**src/hw/rtl/cmsk_pkg.sv**
```systemverilog
// Count-min sketch package: geometry, hash constants, state and table request types.
// No dependencies; imported by every module of the sketch core.
`default_nettype none

package cmsk_pkg;

	localparam int COLUMNS = 1024;
	localparam int ROWS    = 4;

	localparam int KEY_W = 64;
	localparam int CNT_W = 64;

	localparam int COL_W     = $clog2(COLUMNS);
	localparam int COL_WP    = COL_W + 1;
	localparam int ROW_W     = (ROWS > 1) ? $clog2(ROWS) : 1;
	localparam int ADDR_W    = ROW_W + COL_W;
	localparam int TBL_DEPTH = 1 << ADDR_W;
	localparam bit COL_POW2  = ((COLUMNS & (COLUMNS - 1)) == 0);

	localparam int MOD_BITS   = 4;
	localparam int MOD_DIGITS = KEY_W / MOD_BITS;
	localparam int MOD_CNT_W  = $clog2(MOD_DIGITS);

	localparam logic [COL_W:0] COLS_WIDE = COL_WP'(COLUMNS);

	localparam logic [KEY_W-1:0] ROW_SALT  = 64'h94d0_49bb_1331_11eb;
	localparam logic [KEY_W-1:0] MIX_MUL_A = 64'hbf58_476d_1ce4_e5b9;
	localparam logic [KEY_W-1:0] MIX_MUL_B = 64'h94d0_49bb_1331_11eb;

	localparam logic [CNT_W-1:0] CNT_ALL_ONES = '1;

	localparam logic MODE_ADD = 1'b0;
	localparam logic MODE_EST = 1'b1;

	typedef enum logic [2:0] {
		C_CLEAR,
		C_IDLE,
		C_ISSUE,
		C_HASH,
		C_UPDATE
	} core_state_t;

	typedef enum logic [2:0] {
		H_IDLE,
		H_MUL0,
		H_MUL1,
		H_MUL2,
		H_SHIFT,
		H_MOD
	} hash_state_t;

	typedef struct packed {
		logic              re;
		logic              we;
		logic [ADDR_W-1:0] addr;
		logic [CNT_W-1:0]  wdata;
	} tbl_req_t;

endpackage

`default_nettype wire

```
**src/hw/rtl/cmsk_hash.sv**
```systemverilog
// Row hash unit: mixes a salted key with one shared 32x32 multiplier and reduces to a column.
// Depends on cmsk_pkg for constants and the hash state type.
`default_nettype none

module cmsk_hash (
	input  logic                       clk,
	input  logic                       arst_n,
	input  logic                       go,
	input  logic [cmsk_pkg::KEY_W-1:0] seed,
	output logic                       done,
	output logic [cmsk_pkg::COL_W-1:0] col
);
	import cmsk_pkg::*;

	hash_state_t st_q, st_d;

	logic [KEY_W-1:0]     x_q, x_d;
	logic [KEY_W-1:0]     acc_q, acc_d;
	logic                 pass_q, pass_d;
	logic [MOD_CNT_W-1:0] cnt_q, cnt_d;
	logic [COL_W-1:0]     rem_q, rem_d;
	logic [COL_W-1:0]     col_q, col_d;
	logic                 done_q, done_d;

	logic [KEY_W-1:0]     mix_c;
	logic [31:0]          mul_a, mul_b;
	logic [63:0]          mul_p;
	logic [COL_W:0]       rem_w;
	logic [COL_W-1:0]     rem_t;
	logic [COL_W-1:0]     rem_nx;

	assign mix_c = pass_q ? MIX_MUL_B : MIX_MUL_A;
	assign mul_p = {32'b0, mul_a} * {32'b0, mul_b};

	// remainder by COLUMNS, one digit of MOD_BITS hash bits per cycle, msb first
	always_comb begin
		rem_t = rem_q;
		rem_w = '0;
		for (int i = 0; i < MOD_BITS; i++) begin
			rem_w = {rem_t, x_q[KEY_W-1-i]};
			if (rem_w >= COLS_WIDE) begin
				rem_w = rem_w - COLS_WIDE;
			end
			rem_t = rem_w[COL_W-1:0];
		end
		rem_nx = rem_t;
	end

	always_comb begin
		st_d   = st_q;
		x_d    = x_q;
		acc_d  = acc_q;
		pass_d = pass_q;
		cnt_d  = cnt_q;
		rem_d  = rem_q;
		col_d  = col_q;
		done_d = 1'b0;
		mul_a  = '0;
		mul_b  = '0;
		unique case (st_q)
			H_IDLE: begin
				if (go) begin
					x_d    = seed ^ (seed >> 30);
					pass_d = 1'b0;
					st_d   = H_MUL0;
				end
			end
			H_MUL0: begin
				mul_a = x_q[31:0];
				mul_b = mix_c[31:0];
				acc_d = mul_p;
				st_d  = H_MUL1;
			end
			H_MUL1: begin
				mul_a = x_q[63:32];
				mul_b = mix_c[31:0];
				acc_d[63:32] = acc_q[63:32] + mul_p[31:0];
				st_d  = H_MUL2;
			end
			H_MUL2: begin
				mul_a = x_q[31:0];
				mul_b = mix_c[63:32];
				acc_d[63:32] = acc_q[63:32] + mul_p[31:0];
				st_d  = H_SHIFT;
			end
			H_SHIFT: begin
				if (!pass_q) begin
					x_d    = acc_q ^ (acc_q >> 27);
					pass_d = 1'b1;
					st_d   = H_MUL0;
				end else begin
					x_d = acc_q ^ (acc_q >> 31);
					if (COL_POW2) begin
						col_d  = x_d[COL_W-1:0];
						done_d = 1'b1;
						st_d   = H_IDLE;
					end else begin
						rem_d = '0;
						cnt_d = '0;
						st_d  = H_MOD;
					end
				end
			end
			H_MOD: begin
				x_d   = x_q << MOD_BITS;
				rem_d = rem_nx;
				cnt_d = cnt_q + 1'b1;
				if (cnt_q == MOD_CNT_W'(MOD_DIGITS - 1)) begin
					col_d  = rem_nx;
					done_d = 1'b1;
					st_d   = H_IDLE;
				end
			end
			default: begin
				st_d = H_IDLE;
			end
		endcase
	end

	always_ff @(posedge clk or negedge arst_n) begin
		if (!arst_n) begin
			st_q   <= H_IDLE;
			done_q <= 1'b0;
		end else begin
			st_q   <= st_d;
			done_q <= done_d;
		end
	end

	always_ff @(posedge clk) begin
		x_q    <= x_d;
		acc_q  <= acc_d;
		pass_q <= pass_d;
		cnt_q  <= cnt_d;
		rem_q  <= rem_d;
		col_q  <= col_d;
	end

	assign done = done_q;
	assign col  = col_q;

endmodule

`default_nettype wire

```
**config.mk**
```make
export PLATFORM = sky130hd
export DESIGN_NAME = cmsk_hash
export DESIGN_NICKNAME = d
export VERILOG_FILES = /design/src/hw/rtl/cmsk_pkg.sv /design/src/hw/rtl/cmsk_hash.sv
export SDC_FILE = /design/constraint.sdc
export NUM_CORES = 2
export LEC_CHECK = 0
export ABC_AREA = 1
export BUFFER_PORTS_ARGS = -buffer_cell sky130_fd_sc_hd__buf_2
export CAP_MARGIN = 20
export CELL_PAD_IN_SITES_DETAIL_PLACEMENT = 2
export CELL_PAD_IN_SITES_GLOBAL_PLACEMENT = 2
export CORE_ASPECT_RATIO = 1.2
export CORE_MARGIN = 2
export CORE_UTILIZATION = 42
export CTS_BUF_LIST = sky130_fd_sc_hd__clkbuf_4 sky130_fd_sc_hd__clkbuf_8 sky130_fd_sc_hd__clkbuf_16
export CTS_CLUSTER_SIZE = 25
export DETAILED_ROUTE_END_ITERATION = 16
export PLACE_DENSITY_LB_ADDON = 0.1
export REMOVE_ABC_BUFFERS = 1
export SYNTH_ARGS = -nofsm -noshare
export SYNTH_HDL_FRONTEND = slang
export SYNTH_SLANG_ARGS = --single-unit
export TNS_END_PERCENT = 100
```
**constraint.sdc**
```tcl
create_clock -name clk -period 11.2 [get_ports clk]
set_input_delay 0.56 -clock clk [delete_from_list [all_inputs] [get_ports clk]]
set_output_delay 0.56 -clock clk [all_outputs]
set_load 0.02 [all_outputs]
```
# ---- After elaboration in Yosys (flattened, before gate mapping)
# Cells that the tools add are included.
dict set report word_totals {
  wordCells 67
  ff_bits 157
}
dict set report op_classes {
  n_addsub 6
  order_cmp 4
  bitwise_logic 3
  muxes 23
  eq_ne 9
  n_reduce_logical 12
  multipliers 1
}
# cell count
set ops {}
lappend ops {{$pmux W32 S2} 3}
lappend ops {{$pmux W64 S3} 1}
lappend ops {{$mux W64} 2}
lappend ops {{$mul A32 B32 Y64} 1}
lappend ops {{$xor A64 B33 Y64} 1}
lappend ops {{$xor A64 B34 Y64} 1}
lappend ops {{$xor A64 B37 Y64} 1}
lappend ops {{$mux W62} 1}
lappend ops {{$mux W10} 6}
lappend ops {{$ge A11 B11 Y1 const B} 4}
lappend ops {{$sub A10 B1 Y10 const B} 4}
lappend ops {{$add A32 B32 Y32} 1}
lappend ops {{$pmux W10 S2} 1}
lappend ops {{$pmux W3 S6} 1}
lappend ops {{$eq A3 B2 Y1 const B} 2}
lappend ops {{$eq A3 B3 Y1 const B} 2}
lappend ops {{$mux W3} 2}
lappend ops {{$ne A2 B2 Y1 const B} 3}
lappend ops {{$reduce_and A2 Y1} 3}
lappend ops {{$reduce_bool A2 Y1} 3}
lappend ops {{$reduce_or A2 Y1} 3}
lappend ops {{$add A4 B1 Y4 const B} 1}
lappend ops {{$eq A4 B4 Y1 const B} 1}
lappend ops {{$mux W1} 4}
lappend ops {{5 further kinds} 6}

# ---- Longest topological paths before layout
dict set report depth {
  word_depth 10
  depth_mapped 52
}

# ---- Worst setup path after synthesis
# No wires, ideal clock.
dict set report synth_path {
  kind {reg2reg}
  start {reg st_q[2]}
  end {reg acc_q[58] (data pin)}
  stages_incl_launch_ff 41
  setup_slack_ns 2.294
  t_required_ns 10.946
  setup_time_ns 0.254
  arrival_ns 8.652
  path_cell_list {dfrtp_1 clkbuf_2 nor2_4 inv_2 clkbuf_1 o22ai_1 inv_2 nor2_1 inv_1 fa_1 inv_1 fa_1 inv_1 fa_1 fa_1 inv_1 fa_1 inv_1 (+5 left out) inv_1 ha_1 nand2_1 nor2_1 inv_1 nor2_1 inv_1 o21ai_0 xor2_1 ha_1 nand2_1 nor2_1 nand2_1 or2_2 nand3_1 nand2_1 nand3_1 nand2_1}
}
dict set report synth_between {
  elab_chain_cells 6
}
# item line_no
set synth_rtl {}
lappend synth_rtl {{start: declaration} cmsk_hash.sv:15} ;# hash_state_t st_q, st_d;
lappend synth_rtl {{start signal: assignment} cmsk_hash.sv:125} ;# st_q <= st_d;
lappend synth_rtl {{$eq A3 B2 Y1 or $eq A3 B1 Y1 (tied branches)} cmsk_hash.sv:60} ;# unique case (st_q)
lappend synth_rtl {{$reduce_or A2 Y1 (no source line)} n/a}
lappend synth_rtl {{$pmux W32 S2} cmsk_hash.sv:60}
lappend synth_rtl {{$mul A32 B32 Y64 (*)} cmsk_hash.sv:33} ;# assign mul_p = {32'b0, mul_a} * {32'b0, mul_b};
lappend synth_rtl {{via mul_p[21]} cmsk_hash.sv:27} ;# logic [63:0] mul_p;
lappend synth_rtl {{$add A32 B32 Y32 (*)} {cmsk_hash.sv:77, cmsk_hash.sv:83}}
lappend synth_rtl {{$pmux W32 S2 (*)} cmsk_hash.sv:60}
lappend synth_rtl {{via acc_d[58]} cmsk_hash.sv:18} ;# logic [KEY_W-1:0] acc_q, acc_d;
lappend synth_rtl {{end signal: assignment} cmsk_hash.sv:132} ;# acc_q <= acc_d;
lappend synth_rtl {{end: declaration} cmsk_hash.sv:18}
# Mark *: on every way through the listed nets, which the timed path passes. The rest lies on a longest branch.
# A chain may end at the register's enable or synchronous reset.

# ---- Final worst setup path
dict set report layout_path {
  start {reg st_q[0]}
  end {reg acc_q[60] (data pin)}
}
# The elaborated chain is that of the path after synthesis.

==> results.py <==
metrics = {
    "run_status": {
        "status": "finished, final reports clean",
    },
    "die": {
        "core_mm2": 0.0937,
        "initial_core_util_pct": 42.4,
        "die_w_um": 285,
        "dieArea_mm2": 0.0971,
        "rows": 123,
        "die_h_um": 341,
        "io_pins": 78,
    },
    "global_route": {
        "grt_pass1_vias": 38800,
        "grt_start_max_net_pins": 69,
        "grt.busiest_layer": "met2",
        "grt_pass1_wl_um": 275000,
        "grt_antenna_before_repair": 3,
        "use_met2_pct": 67.3,
        "overflow": 0,
        "grt_usage_pct": 39.9,
        "gr-usage-met3_pct": 5.64,
        "met1_usage_pct": 49.9,
    },
    "layout": {
        "drive_gt1_share_pct": 6.42,
        "final_cell_mix": "inv_1, fa_1, nand2_1",
        "multiInputGateArea_mm2": 0.0302,
        "seq_area_mm2": 0.00457,
        "fillers": 10500,
        "final_common_cell": "inv_1",
        "areaGrowthSynthToFinish_pct": 7.79,
        "antenna_cells": 0,
        "fin_nets": 5944,
    },
    "sta": {
        "worstMarginPinSlew_ns": 1.09,
        "hold_violations": 0,
        "slew_headroom_pct": 26.7,
        "fin_skew_ns": 0.0209,
        "fin_crit_ns": 10.69,
        "setup_tns_ns": 0,
        "maxSlewViolCount": 0,
        "clock.fmax_mhz": 93.6,
        "rsz0062_at_grt": "false",
        "fin_crit_sh_pct": 95.4,
        "setup_viol": 0,
    },
    "route": {
        "vias": 33400,
        "drcViolationCount": 0,
        "antenna_left": 0,
        "wl_um": 190000,
        "via_per_inst": 5.60,
        "drtIter0Drc": 2927,
        "drt_pass1_iterations": 5,
        "avgRoutedWirePerCell_um": 32.0,
    },
    "setup_path": {
        "r2r_slack_ns": 0.51,
        "worst-setup-path-type": "reg2reg",
        "cp_top_family": "adder cells",
        "crit_fanout": 23,
        "cpMaxStageDelayCell": "dfrtp_1",
        "crit_path_start_kind": "flip-flop",
        "arrival_ns": 10.91,
        "cp.required_ns": 11.43,
        "worst-path-buf-inv": 8,
        "slowest_delay_ns": 0.60,
        "end_kind": "flip-flop",
    },
    "place": {
        "dp_hpwl_um": 170000,
        "io_buffer_count": 77,
        "routabilityCongestion": 1.00,
    },
    "yosys": {
        "syn_area_mm2": 0.0397,
        "ys_types": 47,
        "postSynthCellCount": 4570,
        "yosysSeqAreaShare_pct": 11.5,
        "ys_ff_latch": 153,
        "syn_avg_cell_area_um2": 8.69,
        "synth_ff_type": "edfxtp_1",
        "ys_warn_count": 0,
        "synth_enable_flop_cells": 149,
        "ys_async_sr_fraction_pct": 2.61,
    },
    "clock_network": {
        "cts.sinks": 153,
        "h-tree-depth": 4,
        "path_clk_slew_ns": 0.08,
        "cts_buffers": 17,
        "clockBufferDepth": 2,
        "clock_latency_ns": 0.46,
        "cts_tree": "built",
        "cts_root_buf": "clkbuf_16",
    },
    "worst_hold_path": {
        "holdCritPathClass": "in2reg",
    },
    "flow_run": {
        "drv_cap": 0,
    },
}
routing by layer:
metal / wire length (um) / vias up / part of all wire (%)
met3: 12300 / 402 / 6.5
met1: 73700 / 17700 / 39
li1: - / 13900 / -
met4: 11900 / 4 / 6.3
met5: 23 / - / 0.012
met2: 92500 / 1383 / 49
final timing paths:
check	startpoint	endpoint	depth (start not counted)
worst max-delay path	st_q[0]$_DFFE_PN0P_	acc_q[60]$_DFFE_PP_	38
worst min-delay path	seed[62]	x_q[62]$_DFFE_PP_	3
min in group asynchronous	arst_n	st_q[0]$_DFFE_PN0P_	2
max in group asynchronous	arst_n	st_q[1]$_DFFE_PN0P_	2
worst max register to register	st_q[0]$_DFFE_PN0P_	acc_q[60]$_DFFE_PP_	38
worst min register to register	rem_q[1]$_DFFE_PP_	rem_q[5]$_DFFE_PP_	0
per-stage QoR:
stage	setup slack, ns	hold slack, ns	util (%)	cell area [um2]	std cells
global placement	0.343	0.411	44.9	42100	5914
finish	0.513	0.449	45.7	42800	5953
floorplan	1.08	0.264	-	39400	4489
CTS	0.189	0.440	45.6	42700	5947
global route	0.0220	0.453	45.7	42800	5953
detailed placement	0.251	0.409	44.9	42100	5914
worst register-to-register path, delay by kind of cell, from the launching register on:
family	cells	cell delay [ns]
AO/OA/AOI/OAI	6	1.20
buffers and inverters	8	1.26
XOR/XNOR	1	0.44
flip-flops	1	0.60
AND/OR/NAND/NOR	13	2.04
adder cells (fa/ha/maj)	10	4.92
synthesized netlist by cell type (all sizes together) (4+ instances only):
cell type	number	area (um2)
inv	1248	4690
fa	828	16600
nand2	661	2490
nor2	533	2110
ha	359	4490
a21oi	159	796
edfxtp	149	4470
o21ai	141	717
nand3	102	510
xnor2	58	508
clkbuf	51	193
xor2	48	420
o211ai	36	270
a21boi	30	285
buf	30	148
o221ai	22	193
o21bai	19	143
nand4	16	100
nor3	13	65.1
o22ai	12	81.3
nand3b	9	67.6
o21a	9	67.6
a21o	8	60.1
or2	6	37.5
a221oi	4	35.0
a22oi	4	30.0
dfrtp	4	100
kinds of logic (layout without fill, tap and decap cells):
family	after synthesis	count (layout)	synth area share [%]
flip-flops	153	153	11.5
AO/OA/AOI/OAI	448	448	6.81
buffers and inverters	1331	1463	12.7
other	1	1	0.00944
XOR/XNOR	106	106	2.34
AND/OR/NAND/NOR	1344	1345	13.6
adder cells (fa/ha/maj)	1187	1187	53.0
flip-flops by register name (all words and copies together), names as in the netlist:
register	flops
cnt_q	4
pass_q	1
x_q	64
rem_q	6
acc_q	64
done	1
st_q	3
col	10
repair_timing:
item / 4_1_cts / 5_1_grt
endpoints found under the hold margin: 4 / 0
buffers inserted: 0 / 4
resized for setup: 0 / 11
hold buffers: 1 / 0
setup endpoints to repair: 0 / 10
area by class of cell:
type,count,share of cell area [%]
clock buffer,17,0.994
sequential,153,10.7
timing repair buffer,181,2.73
multi-input combinational,3087,70.6
tap,1250,3.65
inverter,1250,11.0
clock inverter,15,0.421
Power is left out: the tool's default activity adds up to more than one toggle a clock period on the data nets, which glitch-free logic cannot reach.
